File: src/design/yuvbgr_pkg.sv
// Package for the YUV 4:2:0 pixel-pair to BGR24 converter.
// Holds the item structs, the color coefficients and the fixed-point helper.
// No dependencies.
package yuvbgr_pkg;

	// Input item: two adjacent luma samples and their shared chroma pair
	typedef struct packed {
		logic [7:0] luma_left;
		logic [7:0] luma_right;
		logic [7:0] chroma_blue;
		logic [7:0] chroma_red;
	} yuv_item_t;

	// Result item: two pixels in memory byte order blue, green, red
	typedef struct packed {
		logic [7:0] left_blue;
		logic [7:0] left_green;
		logic [7:0] left_red;
		logic [7:0] right_blue;
		logic [7:0] right_green;
		logic [7:0] right_red;
	} bgr_item_t;

	// Coefficients in millionths
	localparam longint unsigned KR_MICRO  = 64'd1370705;
	localparam longint unsigned KGV_MICRO = 64'd698001;
	localparam longint unsigned KGU_MICRO = 64'd337633;
	localparam longint unsigned KB_MICRO  = 64'd1732446;
	localparam longint unsigned MICRO_ONE = 64'd1000000;
	localparam longint unsigned MICRO_HALF = 64'd500000;

	// Chroma offset and output scaling (times 220, drop 8 bits)
	localparam logic [8:0] CHROMA_OFFSET = 9'd128;
	localparam logic [15:0] SCALE_NUM = 16'd220;
	localparam logic [7:0] CHAN_MAX = 8'hFF;

	// Round a coefficient to frac fractional bits, halves up
	function automatic longint unsigned coef_fix(input longint unsigned micro,
			input int unsigned frac);
		longint unsigned one;
		one = 64'd1 << frac;
		return (micro * one + MICRO_HALF) / MICRO_ONE;
	endfunction

endpackage

File: src/design/yuv420_to_bgr24_pixel_pair_core.sv
// Top level of the YUV 4:2:0 pixel-pair to BGR24 converter.
// Depends on yuvbgr_pkg, yuvbgr_front and yuvbgr_back.
//
// Usage:
//   The yuv channel takes one item per pixel pair: two adjacent luma samples
//   and the U/V pair they share. The bgr channel returns one item per input
//   item: blue, green, red of the left pixel, then of the right pixel, each
//   clamped to 0..255 and scaled by 220/256. Both channels use valid/ready.
//   Rows 2k and 2k+1 share chroma row k; the source does the addressing.
//
//   The pipeline has four stages (input register, coefficient products,
//   channel sums, clamp and scale). Throughput is one item per cycle while
//   the receiver takes results, with one multiplier per coefficient.
//
//   Reset clears the stage valid bits only; the pipeline starts empty.
//   When the receiver stalls, the last stage holds its item and bubbles
//   ahead of it close up; yuv_ready drops only once all four stages are full.
module yuv420_to_bgr24_pixel_pair_core #(
	parameter int COEF_FRAC_BITS = 16
) (
	input  logic                  clk,
	input  logic                  arst_n,
	input  logic                  yuv_valid,
	output logic                  yuv_ready,
	input  yuvbgr_pkg::yuv_item_t yuv,
	output logic                  bgr_valid,
	input  logic                  bgr_ready,
	output yuvbgr_pkg::bgr_item_t bgr
);
	import yuvbgr_pkg::*;

	localparam int PW = COEF_FRAC_BITS + 10;

	logic                 prod_valid, prod_ready;
	logic [7:0]           y_left, y_right;
	logic signed [PW-1:0] p_b, p_r, p_gv, p_gu;

	yuvbgr_front #(
		.COEF_FRAC_BITS(COEF_FRAC_BITS)
	) u_front (
		.clk       (clk),
		.arst_n    (arst_n),
		.yuv_valid (yuv_valid),
		.yuv_ready (yuv_ready),
		.yuv       (yuv),
		.prod_valid(prod_valid),
		.prod_ready(prod_ready),
		.y_left    (y_left),
		.y_right   (y_right),
		.p_b       (p_b),
		.p_r       (p_r),
		.p_gv      (p_gv),
		.p_gu      (p_gu)
	);

	yuvbgr_back #(
		.COEF_FRAC_BITS(COEF_FRAC_BITS)
	) u_back (
		.clk       (clk),
		.arst_n    (arst_n),
		.prod_valid(prod_valid),
		.prod_ready(prod_ready),
		.y_left    (y_left),
		.y_right   (y_right),
		.p_b       (p_b),
		.p_r       (p_r),
		.p_gv      (p_gv),
		.p_gu      (p_gu),
		.bgr_valid (bgr_valid),
		.bgr_ready (bgr_ready),
		.bgr       (bgr)
	);

endmodule

File: src/design/yuvbgr_front.sv
// Front half of the converter pipeline: input register and coefficient products.
// Stage 1 registers luma and centered chroma, stage 2 registers the four products.
// Depends on yuvbgr_pkg.
module yuvbgr_front #(
	parameter int COEF_FRAC_BITS = 16
) (
	input  logic                            clk,
	input  logic                            arst_n,
	input  logic                            yuv_valid,
	output logic                            yuv_ready,
	input  yuvbgr_pkg::yuv_item_t           yuv,
	output logic                            prod_valid,
	input  logic                            prod_ready,
	output logic [7:0]                      y_left,
	output logic [7:0]                      y_right,
	output logic signed [COEF_FRAC_BITS+9:0] p_b,
	output logic signed [COEF_FRAC_BITS+9:0] p_r,
	output logic signed [COEF_FRAC_BITS+9:0] p_gv,
	output logic signed [COEF_FRAC_BITS+9:0] p_gu
);
	import yuvbgr_pkg::*;

	localparam int PW = COEF_FRAC_BITS + 10;
	localparam int unsigned FRAC = COEF_FRAC_BITS;
	localparam logic signed [PW-1:0] KR_S  = PW'(coef_fix(KR_MICRO, FRAC));
	localparam logic signed [PW-1:0] KGV_S = PW'(coef_fix(KGV_MICRO, FRAC));
	localparam logic signed [PW-1:0] KGU_S = PW'(coef_fix(KGU_MICRO, FRAC));
	localparam logic signed [PW-1:0] KB_S  = PW'(coef_fix(KB_MICRO, FRAC));

	logic              valid_s1, valid_s2;
	logic              en_s1, en_s2;
	logic [7:0]        yl_s1, yr_s1, yl_s2, yr_s2;
	logic signed [8:0] du_s1, dv_s1;
	logic signed [PW-1:0] pb_s2, pr_s2, pgv_s2, pgu_s2;

	// Advance a stage when it is empty or the one after it moves
	assign en_s2     = !valid_s2 || prod_ready;
	assign en_s1     = !valid_s1 || en_s2;
	assign yuv_ready = en_s1;

	always_ff @(posedge clk or negedge arst_n) begin
		if (!arst_n) begin
			valid_s1 <= 1'b0;
			valid_s2 <= 1'b0;
		end else begin
			if (en_s1) begin
				valid_s1 <= yuv_valid;
			end
			if (en_s2) begin
				valid_s2 <= valid_s1;
			end
		end
	end

	// Stage 1: hold luma, center chroma around zero
	always_ff @(posedge clk) begin
		if (en_s1) begin
			yl_s1 <= yuv.luma_left;
			yr_s1 <= yuv.luma_right;
			du_s1 <= $signed({1'b0, yuv.chroma_blue} - CHROMA_OFFSET);
			dv_s1 <= $signed({1'b0, yuv.chroma_red} - CHROMA_OFFSET);
		end
	end

	// Stage 2: one product per coefficient, shared by both pixels
	always_ff @(posedge clk) begin
		if (en_s2) begin
			yl_s2  <= yl_s1;
			yr_s2  <= yr_s1;
			pb_s2  <= KB_S * PW'(du_s1);
			pr_s2  <= KR_S * PW'(dv_s1);
			pgv_s2 <= KGV_S * PW'(dv_s1);
			pgu_s2 <= KGU_S * PW'(du_s1);
		end
	end

	assign prod_valid = valid_s2;
	assign y_left     = yl_s2;
	assign y_right    = yr_s2;
	assign p_b        = pb_s2;
	assign p_r        = pr_s2;
	assign p_gv       = pgv_s2;
	assign p_gu       = pgu_s2;

endmodule

File: src/design/yuvbgr_back.sv
// Back half of the converter pipeline: channel sums, clamp and output scaling.
// Stage 3 registers the six fixed-point sums, stage 4 the finished result item.
// Depends on yuvbgr_pkg.
module yuvbgr_back #(
	parameter int COEF_FRAC_BITS = 16
) (
	input  logic                             clk,
	input  logic                             arst_n,
	input  logic                             prod_valid,
	output logic                             prod_ready,
	input  logic [7:0]                       y_left,
	input  logic [7:0]                       y_right,
	input  logic signed [COEF_FRAC_BITS+9:0] p_b,
	input  logic signed [COEF_FRAC_BITS+9:0] p_r,
	input  logic signed [COEF_FRAC_BITS+9:0] p_gv,
	input  logic signed [COEF_FRAC_BITS+9:0] p_gu,
	output logic                             bgr_valid,
	input  logic                             bgr_ready,
	output yuvbgr_pkg::bgr_item_t            bgr
);
	import yuvbgr_pkg::*;

	localparam int F  = COEF_FRAC_BITS;
	localparam int AW = COEF_FRAC_BITS + 11;

	// Floor, clamp to 0..255, then scale by 220/256
	function automatic logic [7:0] chan_finish(input logic signed [AW-1:0] acc);
		logic [AW-F-1:0] whole;
		logic [7:0]      c;
		logic [15:0]     sc;
		whole = acc[AW-1:F];
		if (acc[AW-1]) begin
			c = 8'd0;
		end else if (|whole[AW-F-1:8]) begin
			c = CHAN_MAX;
		end else begin
			c = whole[7:0];
		end
		sc = 16'(c) * SCALE_NUM;
		return sc[15:8];
	endfunction

	logic                 valid_s3, valid_s4;
	logic                 en_s3, en_s4;
	logic signed [AW-1:0] base_l, base_r;
	logic signed [AW-1:0] sum [6];
	logic signed [AW-1:0] acc_s3 [6];
	bgr_item_t            bgr_s4;

	// Advance a stage when it is empty or the one after it moves
	assign en_s4      = !valid_s4 || bgr_ready;
	assign en_s3      = !valid_s3 || en_s4;
	assign prod_ready = en_s3;

	always_ff @(posedge clk or negedge arst_n) begin
		if (!arst_n) begin
			valid_s3 <= 1'b0;
			valid_s4 <= 1'b0;
		end else begin
			if (en_s3) begin
				valid_s3 <= prod_valid;
			end
			if (en_s4) begin
				valid_s4 <= valid_s3;
			end
		end
	end

	// Form the six channel sums in blue, green, red order per pixel
	always_comb begin
		base_l = AW'({y_left, {F{1'b0}}});
		base_r = AW'({y_right, {F{1'b0}}});
		sum[0] = base_l + AW'(p_b);
		sum[1] = base_l - AW'(p_gv) - AW'(p_gu);
		sum[2] = base_l + AW'(p_r);
		sum[3] = base_r + AW'(p_b);
		sum[4] = base_r - AW'(p_gv) - AW'(p_gu);
		sum[5] = base_r + AW'(p_r);
	end

	// Stage 3: hold the sums
	always_ff @(posedge clk) begin
		if (en_s3) begin
			for (int i = 0; i < 6; i++) begin
				acc_s3[i] <= sum[i];
			end
		end
	end

	// Stage 4: finish each channel into the result item
	always_ff @(posedge clk) begin
		if (en_s4) begin
			bgr_s4.left_blue   <= chan_finish(acc_s3[0]);
			bgr_s4.left_green  <= chan_finish(acc_s3[1]);
			bgr_s4.left_red    <= chan_finish(acc_s3[2]);
			bgr_s4.right_blue  <= chan_finish(acc_s3[3]);
			bgr_s4.right_green <= chan_finish(acc_s3[4]);
			bgr_s4.right_red   <= chan_finish(acc_s3[5]);
		end
	end

	assign bgr_valid = valid_s4;
	assign bgr       = bgr_s4;

endmodule

File: config.mk
export PLATFORM = sky130hd
export DESIGN_NAME = yuv420_to_bgr24_pixel_pair_core
export DESIGN_NICKNAME = d
export VERILOG_FILES = /design/src/design/yuvbgr_pkg.sv /design/src/design/yuv420_to_bgr24_pixel_pair_core.sv /design/src/design/yuvbgr_front.sv /design/src/design/yuvbgr_back.sv
export SDC_FILE = /design/constraint.sdc
export NUM_CORES = 1
export LEC_CHECK = 0
export BUFFER_PORTS_ARGS = -buffer_cell sky130_fd_sc_hd__buf_2
export CORE_MARGIN = 5
export CORE_UTILIZATION = 24
export DETAILED_ROUTE_END_ITERATION = 6
export SLEW_MARGIN = 20
export SYNTH_ARGS = -nofsm -noshare
export SYNTH_HDL_FRONTEND = slang
export SYNTH_SLANG_ARGS = --single-unit
File: constraint.sdc
create_clock -name clk -period 16.8 [get_ports clk]
set_clock_uncertainty 0.2 [all_clocks]
set_input_delay 0 -clock clk [delete_from_list [all_inputs] [get_ports clk]]
set_output_delay 0 -clock clk [all_outputs]
set_load 0.05 [all_outputs]
-- Word-level counts from Yosys, hierarchy flattened
Memory sizes are Yosys's and may differ from the RTL's.
Cells that the tools add are included.
- output and inout bits: 50
- register bits after elaboration: 200
- memories: 1
- RAM bits: 162
- input port bits: 36
- memories (memory ; depth ; bits a word ; read ports ; clocked after Yosys merged registers in ; wr ports ; RTL line ; source):
    u_back.acc_s3 ; 6 ; 27 ; 6 ; 0 ; 6 ; yuvbgr_back.sv:47 ; logic signed [AW-1:0] acc_s3 [6];
- reductions and logical operators: 14
- add/sub/neg operators: 10
- multipliers: 10
- muxes and demuxes: 20
- operator list (operator ; count):
    $mux 8 ; 18
    $add 25x26->27 ; 4
    $mul 8x6->14 const B ; 6
    $sub 25x26->27 ; 2
    $sub 27x25->27 ; 2
    $mul 18x9->26 const A ; 1
    $mul 16x9->25 const A ; 1
    $mul 17x9->25 const A ; 1
    $mul 13x9->22 const A ; 1
    $reduce_or 3->1 ; 6
    $sub 8x8->9 const B ; 2
    $logic_not 1->1 ; 4
    $logic_or 1x1->1 ; 4
    $mux 1 ; 2

-- Depth between registers and ports, before layout
Gate-level depths: netlist (run 1).
An unclocked memory read counts as a cell.
- depth in word-level cells: 6
- mapped depth: 18

-- By module
Synthesis (run 1) repeated with hierarchy kept, for this count alone.
- cells, all modules: 2395
- area total of the unflattened synthesis: 26145.1 µm²
- by module, submodules not included (module ; instances ; area each (µm²) ; cells each ; seq. area each (µm²)):
    yuvbgr_front ; 1 ; 13259.0 ; 1115 ; 4344.2
    yuvbgr_back ; 1 ; 12886.1 ; 1280 ; 3473.3

-- Worst setup path after synthesis (run 1)
Ideal clock, no wire load.
- path kind: reg2reg
- from: register u_front.du_s1[7]
- to: register u_front.pgu_s2[23] (netlist: u_front.p_gu[23]), data pin
- path buffers: 0
- data required time: 16.324 ns
- cell stages (with the launch flop): 17
- arrival: 4.889 ns
- setup slack: 11.435 ns
- cell sequence: edfxtp_1 > clkinv_1 > ha_1 > ha_1 > inv_1 > fa_1 > fa_1 > inv_1 > fa_1 > ha_1 > and3_1 > a221oi_1 > o22ai_1 > nand4_1 > nand3b_1 > a21oi_1 > xnor2_1
- cells in the longest elaborated chain, start to end: 1
- RTL lines (what ; RTL line ; source):
    start, declared ; yuvbgr_front.sv:33 ; logic signed [8:0] du_s1, dv_s1;
    start signal, assigned ; yuvbgr_front.sv:60 ; du_s1 <= $signed({1'b0, yuv.chroma_blue} - CHROMA_OFFSET);
    $mul 16x9->25 ; yuvbgr_front.sv:73 ; pgu_s2 <= KGU_S * PW'(du_s1);
    end signal, assigned ; yuvbgr_front.sv:73 ;
    end, declared ; yuvbgr_front.sv:34 ; logic signed [PW-1:0] pb_s2, pr_s2, pgv_s2, pgu_s2;
No other way between the ends.
A chain may end at the register's enable or synchronous reset.

-- Worst setup path in the final report (run 1)
- from: register u_front.dv_s1[6]
- to: register u_front.pr_s2[25] (netlist: u_front.p_r[25]), data pin
- cells in the longest elaborated chain, start to end: 1
- RTL lines (what ; RTL line ; source):
    start, declared ; yuvbgr_front.sv:33 ;
    start signal, assigned ; yuvbgr_front.sv:61 ; dv_s1 <= $signed({1'b0, yuv.chroma_red} - CHROMA_OFFSET);
    $mul 18x9->26 ; yuvbgr_front.sv:71 ; pr_s2 <= KR_S * PW'(dv_s1);
    end signal, assigned ; yuvbgr_front.sv:71 ;
    end, declared ; yuvbgr_front.sv:34 ;
No other way between the ends.

==> impl_metrics.ini, run 1 <==
[finish]
layout.cells.non_filler = 3899
layout-drive-gt1-share_pct = 8.04
syn2layout_area_growth_pct = 15.8
post-route-cell-area_mm2 = 0.0288
layout.nets = 3244

[route]
drtPass1Iterations = 5
dr.first_iter.drc_count = 677
routedWlPerCell_um = 13.0
wl_um = 50700
drc_errors = 0
detail_route.vias_per_cell = 4.12
vias = 16100
antenna_left = 0

[logic_synthesis]
syn_area_mm2 = 0.0249
synth_area_per_cell_um2 = 10.8
synth-edff-count = 229
synthArstFlopShare_pct = 1.72
ys_types = 66
ys_warn_count = 0
synthCells = 2309
ys_ff_latch = 233
seq_area_frac_synth_pct = 28.0
yosysTopAreaCellShare_pct = 27.6
ys.flop_type = edfxtp_1
synth_top_cell_by_area = edfxtp_1
yosys-top-cells-area = edfxtp_1 28%, ha_1 25%, fa_1 19%, inv_1 7.4%, xnor2_1 3.2%
syn_nets = 3065

[timing]
max_freq_ghz = 0.173
hold_viol = 0
worstMarginPinSlew_ns = 0.935
setup_slack_ns = 11.03
maxSlewHeadroom_pct = 37.7
fin_crit_sh_pct = 34.4
report.final.slew_viol_count = 0
fin_crit_ns = 5.77
setup_viol = 0
rsz0062_at_grt = no
finalSetupTns_ns = 0

[setup_path]
criticalPathCategory = reg -> reg
path_delay_family = adder cells
critPathMaxFanout = 12
cp_num_buf_inv = 3
required_ns = 16.92
cp_data_arrival_time_ns = 5.89
critPathCaptureType = register
worstSetupStartpointType = register
critical_path.cell_chain = inv_1 -> ha_1 -> ha_1 -> inv_1 -> fa_1 -> inv_1 -> fa_1 -> fa_1 -> ha_1 -> nand4_1 -> nor2_1 -> o31ai_1 -> a21boi_0 -> a211oi_1 -> or2_2 -> a311o_1
cpPeakStageDelay_ns = 0.69
slowest_stage = edfxtp_1

[floorplanning]
die_area_mm2 = 0.110
die_x_um = 332
core.rowCount = 118
start_util_pct = 24.1
num_io_pins = 86
core-area_mm2 = 0.103
die_y_um = 332

[grt]
overflow = 0
grt_max_degree = 72
first_global_vias = 17000
grt_usage_pct = 9.37
antenna_found_initial = 6
grt_pass1_wl_um = 86400

[placement]
place_ws_ns = 11.11
place_hpwl_um = 43000
placed_area_mm2 = 0.0271
dp.cells = 3768
place.gp.congestion = 0.851
portBuffers = 85

[clock_tree]
clk_latency_ns = 0.60
cts_max_level = 1
cts_tree = built
cts_setup_buffers = 0
cts-root-buf = clkbuf_16
cts_sinks = 233
clk_pin_slew_ns = 0.06
cts_max_path_buffers = 3
cts_buffers = 31

[run]
drv_cap = 0

[run_status]
status = finished, final reports clean

[min_path]
hp-class = in -> reg
-- cell families after synthesis --
| logic type | Yosys count | synth area share (%) |
|---|---|---|
| flip-flops | 233 | 28.0 |
| buffers and inverters | 508 | 7.66 |
| AO/OA/AOI/OAI | 334 | 8.90 |
| XOR/XNOR | 137 | 4.82 |
| adder cells (fa/ha/maj) | 720 | 43.1 |
| AND/OR/NAND/NOR | 377 | 7.47 |
-- cell type report --
class | count | area (um2)
diodes | 6 | 15.0
clock buffers | 33 | 783
clock inverters | 25 | 302
fillers | 10800 | 74500
inverters | 495 | 1860
multi-input cells | 1568 | 16000
flip-flops and latches | 233 | 6980
well taps | 1380 | 1730
repair buffers | 159 | 1150
-- path summary, 6_finish.rpt --
path / start / end / slack (ns) / cells past startpoint
setup / recovery: u_front.dv_s1[6] / u_front.p_r[25] / 11.03 / 16
hold / removal: yuv[15] / u_front.du_s1[7] / 0.05 / 3
setup reg to reg: u_front.dv_s1[6] / u_front.p_r[25] / 11.03 / 16
hold reg to reg: u_front.yl_s1[3] / u_front.y_left[3] / 0.22 / 0
max in group asynchronous: arst_n / u_front.prod_valid / 16.11 / 3
min in group asynchronous: arst_n / u_back.bgr_valid / 0.12 / 3
-- cell usage after synthesis (7+ instances only) --
cell and instances:
inv_1 494, ha_1 489, fa_1 231, edfxtp_1 229, nor2_1 142, a21oi_1 109, xnor2_1 90, nand2_1 58
o21ai_0 50, xor2_1 47, or2_2 45, a21o_1 37, nor3_1 24, o21a_1 22, nand3_1 21, o21bai_1 18
nor2b_1 16, nand2b_1 14, clkbuf_1 13, a211oi_1 12, or3_1 12, a21boi_0 11, a31oi_1 8, nand4_1 8
o211ai_1 8, and2_1 7, o31a_1 7
-- flip-flops by register name (all words and copies together), names as in the netlist --
signal / count
u_back.acc_s3: 66
u_back.bgr: 48
u_back.bgr_valid: 1
u_back.valid_s3: 1
u_front.du_s1: 8
u_front.dv_s1: 8
u_front.p_b: 10
u_front.p_gu: 25
u_front.p_gv: 20
u_front.p_r: 12
u_front.prod_valid: 1
u_front.valid_s1: 1
u_front.y_left: 8
u_front.y_right: 8
u_front.yl_s1: 8
u_front.yr_s1: 8
-- stage by stage --
step,hold slack [ns],utilization [%]
floorplan,-0.496,-
global placement,-0.391,26.2
detailed placement,-0.392,26.2
CTS,0.0287,27.9
global route,0.0507,27.9
finish,0.0477,27.9
-- layer usage --
layer  track usage [%]  vias to the layer above  routed length, um  share of wire [%]
met3              1.38                       72               1790                3.5
li1                  -                     8136                  -                  -
met1              12.3                     7656              23500                 46
met2              16.0                      192              23700                 47
met4              2.95                        0               1690                3.3
met5                 0                        -                  0                  0
-- worst reg2reg max path, cell delays in order (launching register included) --
cell and delay, ns:
edfxtp_1 0.69, inv_1 0.20, ha_1 0.59, ha_1 0.24
inv_1 0.07, fa_1 0.51, inv_1 0.06, fa_1 0.56
fa_1 0.43, ha_1 0.30, nand4_1 0.07, nor2_1 0.17
o31ai_1 0.09, a21boi_0 0.48, a211oi_1 0.20, or2_2 0.33
a311o_1 0.31
-- timing repair --
action / 4_1_cts / 5_1_grt
setup endpoints to repair: 0 / 0
endpoints found under the hold margin: 55 / 0
hold buffers: 67 / 0
gates resized for setup: 0 / 0
-- cell usage in the layout, fill, tap and decap left out, drive strengths merged, types with 11 or more instances in the layout --
master         n
nand2         58
nor3          24
xnor2         90
nand2b        14
a211oi        12
o21bai        19
a21boi        11
a21oi        109
edfxtp       229
nor2b         16
buf           92
or2           45
clkbuf        33
dlygate4sd3   67
o21a          22
inv          497
or3           12
nor2         142
xor2          47
nand3         21
o21ai         50
a21o          37
fa           231
ha           489
clkinv        12
Power of run 1 is not shown: default switching activity piles up to over one toggle a cycle in this logic, so the estimate is an artifact.
==> run 2: changes to the inputs <==
==> constraint.sdc (replaced) <==
create_clock -name clk -period 5.7 [get_ports clk]
set_clock_uncertainty 0.2 [all_clocks]
set_input_delay 0 -clock clk [delete_from_list [all_inputs] [get_ports clk]]
set_output_delay 0 -clock clk [all_outputs]
set_load 0.05 [all_outputs]
==> run 2 against run 1 <==
Die area unchanged. Setup slack got worse by 11 ns. Utilization about the same. Maximum frequency increased by 5.9%. Sequential cell count unchanged. Final cell count about the same. Hold slack got worse by 0.020 ns. Count of clock-buffer cells in the layout decreased by 1. Via count increased by 0.18%. First-iteration DRC count decreased by 3.7%. Register-to-register slack got worse by 11 ns. Cell area about the same. Critical endpoint unchanged.
==> impl_metrics.ini, run 2 (synthesis results as in run 1) <==
[grt]
overflow = 0
grt_pass1_wl_um = 85400
grt_max_degree = 68
antenna_found_initial = 5
first_global_vias = 16500
grt_usage_pct = 9.35

[route]
routedWlPerCell_um = 13.3
drc_errors = 0
antenna_left = 0
vias = 16100
wl_um = 51800
dr.first_iter.drc_count = 652
detail_route.vias_per_cell = 4.12
drtPass1Iterations = 5

[setup_path]
critPathMaxFanout = 7
criticalPathCategory = reg -> reg
required_ns = 5.82
cp_data_arrival_time_ns = 5.57
r2r_start = u_front.dv_s1[2]
cp_num_buf_inv = 3
cpPeakStageDelay_ns = 0.53
critPathCaptureType = register
worstSetupStartpointType = register
crit_start = u_front.dv_s1[2]
slowest_stage = edfxtp_1
path_delay_family = adder cells
critical_path.cell_chain = fa_1 -> buf_4 -> fa_1 -> inv_1 -> fa_1 -> inv_1 -> fa_1 -> ha_1 -> ha_1 -> and4_1 -> o31ai_1 -> a21boi_0 -> a211oi_1 -> or2_2 -> a311o_1
worst_path_most_repeated_cell = fa_1
r2r_slack_ns = 0.25

[timing]
report.final.slew_viol_count = 0
rsz0062_at_grt = no
maxSlewHeadroom_pct = 39.9
worstMarginPinSlew_ns = 0.902
fin_crit_sh_pct = 95.7
max_freq_ghz = 0.183
fin_crit_ns = 5.45
finalSetupTns_ns = 0
hold_viol = 0
setup_viol = 0

[floorplanning]
core-area_mm2 = 0.103
num_io_pins = 86
die_x_um = 332
start_util_pct = 24.1
die_area_mm2 = 0.110
core.rowCount = 118
die_y_um = 332

[min_path]
min_from = yuv[2]
hp-class = in -> reg

[finish]
layout_commonest_cell = inv_1
largest_reg_flops = 66
syn2layout_area_growth_pct = 15.8
largest-register = u_back.acc_s3
layout.nets = 3248
layout_common_cells = 493 x inv_1, 489 x ha_1, 231 x fa_1
n_fill_cell = 10800
layout-drive-gt1-share_pct = 8.55

[clock_tree]
cts_max_path_buffers = 3
cts_max_level = 1
cts_sinks = 233
cts_tree = built
cts_buffers = 31
clk_latency_ns = 0.59
cts-root-buf = clkbuf_16
clk_pin_slew_ns = 0.06

[placement]
place_hpwl_um = 44000
place.gp.congestion = 0.856
portBuffers = 85

[run_status]
status = finished, final reports clean

[run]
drv_cap = 0
-- run 2: changes by cell type in the layout (fill, tap and decap cells not counted), moves of 2 or more --
| cell | previous run | this run |
|---|---|---|
| clkinv_4 | 2 | 5 |
| buf_4 | 7 | 15 |
| bufinv_16 | 6 | 3 |
| clkinvlp_4 | 5 | 7 |
| clkinv_2 | 5 | 3 |
| inv_8 | 0 | 2 |
| clkinv_1 | 5 | 2 |
| dlygate4sd3_1 | 67 | 63 |
-- run 2: worst paths after layout --
check                                           to  cells after the start
worst min-delay path              u_front.dv_s1[2]                      2
min in group asynchronous         u_back.bgr_valid                      3
max in group asynchronous         u_front.valid_s1                      3
worst min register to register  u_front.y_right[5]                      0
worst max-delay path               u_front.p_r[25]                     15
worst max register to register     u_front.p_r[25]                     15
-- run 2: what timing repair did --
item | in CTS | in global routing
hold buffers | 63 | 0
endpoints found under the setup margin | 0 | 3
gates resized for setup | 0 | 3
endpoints found under the hold margin | 56 | 0
buffers inserted | 0 | 0
-- run 2: metal layers --
layer	track usage, %	vias up	wire (um)
li1	-	8131	-
met1	12.2	7717	23900
met2	16.2	180	24700
met3	1.58	57	2050
met4	2.14	0	1140
met5	0	-	0
-- run 2: cell type report --
cell class	count	area, um2	share of cell area, %
flip-flops and latches	233	6980	24.2
multi-input cells	1568	16100	55.7
inverters	495	1860	6.45
well taps	1380	1730	5.99
clock inverters	24	254	0.881
diodes	5	12.5	0.0434
clock buffers	32	779	2.70
repair buffers	163	1170	4.05
-- run 2: worst reg2reg max path: stages, from the launching register on --
cell and delay [ns]:
edfxtp_1 0.53, fa_1 0.50, buf_4 0.18, fa_1 0.48
inv_1 0.05, fa_1 0.51, inv_1 0.07, fa_1 0.49
ha_1 0.31, ha_1 0.31, and4_1 0.21, o31ai_1 0.08
a21boi_0 0.45, a211oi_1 0.20, or2_2 0.33, a311o_1 0.31
-- run 2: stage by stage --
| step | util [%] | instance area [um2] | worst slack [ns] | hold slack (ns) | cells |
|---|---|---|---|---|---|
| final | 27.9 | 28800 | 0.248 | 0.0276 | 3900 |
| after CTS | 27.9 | 28800 | 0.242 | 0.00121 | 3895 |
| after detailed placement | 26.3 | 27100 | 0.245 | -0.386 | 3776 |
| after global routing | 27.9 | 28800 | 0.0355 | 0.0205 | 3898 |
| after global placement | 26.3 | 27100 | 0.328 | -0.386 | 3776 |
| after floorplan | - | 24900 | 0.335 | -0.496 | 2309 |
Power of run 2 is left out for the same reason.
==> run 3: changes to the inputs <==
--- a/config.mk
+++ b/config.mk
@@ -7,8 +7,9 @@
 export LEC_CHECK = 0
 export BUFFER_PORTS_ARGS = -buffer_cell sky130_fd_sc_hd__buf_2
 export CORE_MARGIN = 5
-export CORE_UTILIZATION = 24
+export CORE_UTILIZATION = 46
 export DETAILED_ROUTE_END_ITERATION = 6
+export GPL_ROUTABILITY_DRIVEN = 0
 export SLEW_MARGIN = 20
 export SYNTH_ARGS = -nofsm -noshare
 export SYNTH_HDL_FRONTEND = slang
==> run 3 against run 2 <==
Sequential cell count unchanged. Utilization up 24 points. Via count is 0.85% higher. Final cell count fell by 18%. Register-to-register slack better by 0.05 ns. Non-clock buffer count increased by 5. Hold slack improved by 0.0059 ns. Count of clock-buffer cells in the layout rose by 3. Setup slack improved by 0.045 ns. Cell area fell by 3.1%. Maximum frequency up 0.83%. Sequential share of layout area rose by 0.78 points. Critical path type unchanged. Critical endpoint is now u_front.p_gu[24].
==> impl_metrics.ini, run 3 (synthesis results as in run 1) <==
[floorplanning]
start_util_pct = 46.4
core.rowCount = 85
core-area_mm2 = 0.0537
die_y_um = 243
die_area_mm2 = 0.0589
die_x_um = 243
num_io_pins = 86

[timing]
worstMarginPinSlew_ns = 0.902
maxSlewHeadroom_pct = 39.9
report.final.slew_viol_count = 0
hold_slack_ns = 0.0336
fin_crit_sh_pct = 94.9
setup_viol = 0
fin_crit_ns = 5.41
rsz0062_at_grt = no
finalSetupTns_ns = 0
max_freq_ghz = 0.185
hold_viol = 0
setup_slack_ns = 0.293

[finish]
diodes = 0
layout.cells.non_filler = 3215
layout.nets = 3252
multi_input_comb_area_mm2 = 0.0160
layout-drive-gt1-share_pct = 8.14
layout_commonest_cell = inv_1
largest-register = u_back.acc_s3
layout_common_cells = 493 x inv_1, 489 x ha_1, 231 x fa_1
largest_reg_flops = 66
ff_latch_area_mm2 = 0.00698
n_fill_cell = 4817
syn2layout_area_growth_pct = 12.1

[clock_tree]
clk_pin_slew_ns = 0.06
clk_latency_ns = 0.58
cts_buffers = 30
cts_sinks = 233
cts_tree = built
cts_max_level = 1
cts_max_path_buffers = 3
cts-root-buf = clkbuf_16

[route]
dr.first_iter.drc_count = 783
vias = 16200
drtPass1Iterations = 7
wl_um = 50300
drt-met1-wl_um = 23000
routedWlPerCell_um = 15.6
dr_wl_met3_um = 1800
wl_met2_um = 23800
detail_route.vias_per_cell = 5.05
drc_errors = 0
routed.top_layer = met4
antenna_left = 0

[setup_path]
critPathMaxFanout = 6
reg2reg_depth = 15
crit_start = u_front.du_s1[3]
regToRegEndpoint = u_front.p_gu[24]
criticalPathCategory = reg -> reg
r2r_start = u_front.du_s1[3]
critPathCaptureType = register
cp_data_arrival_time_ns = 5.65
worstSetupStartpointType = register
required_ns = 5.94
r2r_slack_ns = 0.29

[grt]
grt_usage_pct = 17.3
first_global_vias = 17200
overflow = 0
grt_pass1_wl_um = 85100
antenna_found_initial = 0
grt_max_degree = 69

[placement]
place_hpwl_um = 41700
portBuffers = 85
place_ws_ns = 0.193
dp.cells = 3092

[min_path]
min_from = yuv[7]
hp-class = in -> reg
whs_endpoint = u_front.dv_s1[7]
min_delay_path_depth = 3

[run_status]
status = finished, final reports clean

[run]
drv_cap = 0
run 3: cell types whose count changed in the layout (fill, tap and decap cells not counted), sizes merged:
cell         previous run  this run
dlygate4sd3            63        68
clkinv                 10        14
diode                   5         0
inv                   499       496
clkinvlp                7         3
bufinv                  3         2
clkbuf                 32        35
run 3: critical path, cell delays in order, from the launching register on:
cell      delay (ns)
edfxtp_1        0.53
fa_1            0.56
fa_1            0.51
inv_1           0.07
fa_1            0.48
inv_1           0.06
fa_1            0.45
fa_1            0.45
ha_1            0.37
a21o_1          0.18
a21oi_1         0.21
nand3_1         0.17
a31oi_1         0.33
o21ai_0         0.21
a2111o_1        0.45
nand3_1         0.07
run 3: metrics by stage:
step	utilization (%)	cell area [um2]
after floorplan	-	24900
after global placement	48.9	26300
after detailed placement	48.9	26300
after CTS	52.0	27900
after global routing	52.0	27900
final	52.0	27900
run 3: per-layer routing:
metal | GRT usage [%] | vias up
li1 | - | 8134
met1 | 23.2 | 7769
met2 | 29.3 | 231
met3 | 2.39 | 87
met4 | 5.02 | 0
met5 | 0 | -
run 3: how the worst max path moves through the flow:
stage | slack (ns) | to | depth (start not counted)
global route | 0.03 | u_front.p_b[24] | 18
detailed placement | 0.19 | u_front.p_gu[23] | 15
floorplan | 0.34 | u_front.p_gu[23] | 16
global placement | 0.30 | u_front.p_b[24] | 18
finish | 0.29 | u_front.p_gu[24] | 15
CTS | 0.19 | u_front.p_b[24] | 18
run 3: what timing repair did:
action / 4_1_cts / 5_1_grt
gates resized for setup: 0 / 3
hold buffers: 68 / 0
endpoints found under the setup margin: 0 / 4
endpoints found under the hold margin: 56 / 0
setup buffers: 0 / 0
run 3: cell type report:
class	instances	share of cell area, %
flip-flops and latches	233	25.0
repair buffers	168	4.36
multi-input cells	1568	57.4
clock buffers	35	2.76
well taps	696	3.12
inverters	495	6.66
clock inverters	20	0.681
Power of run 3 is left out for the same reason.
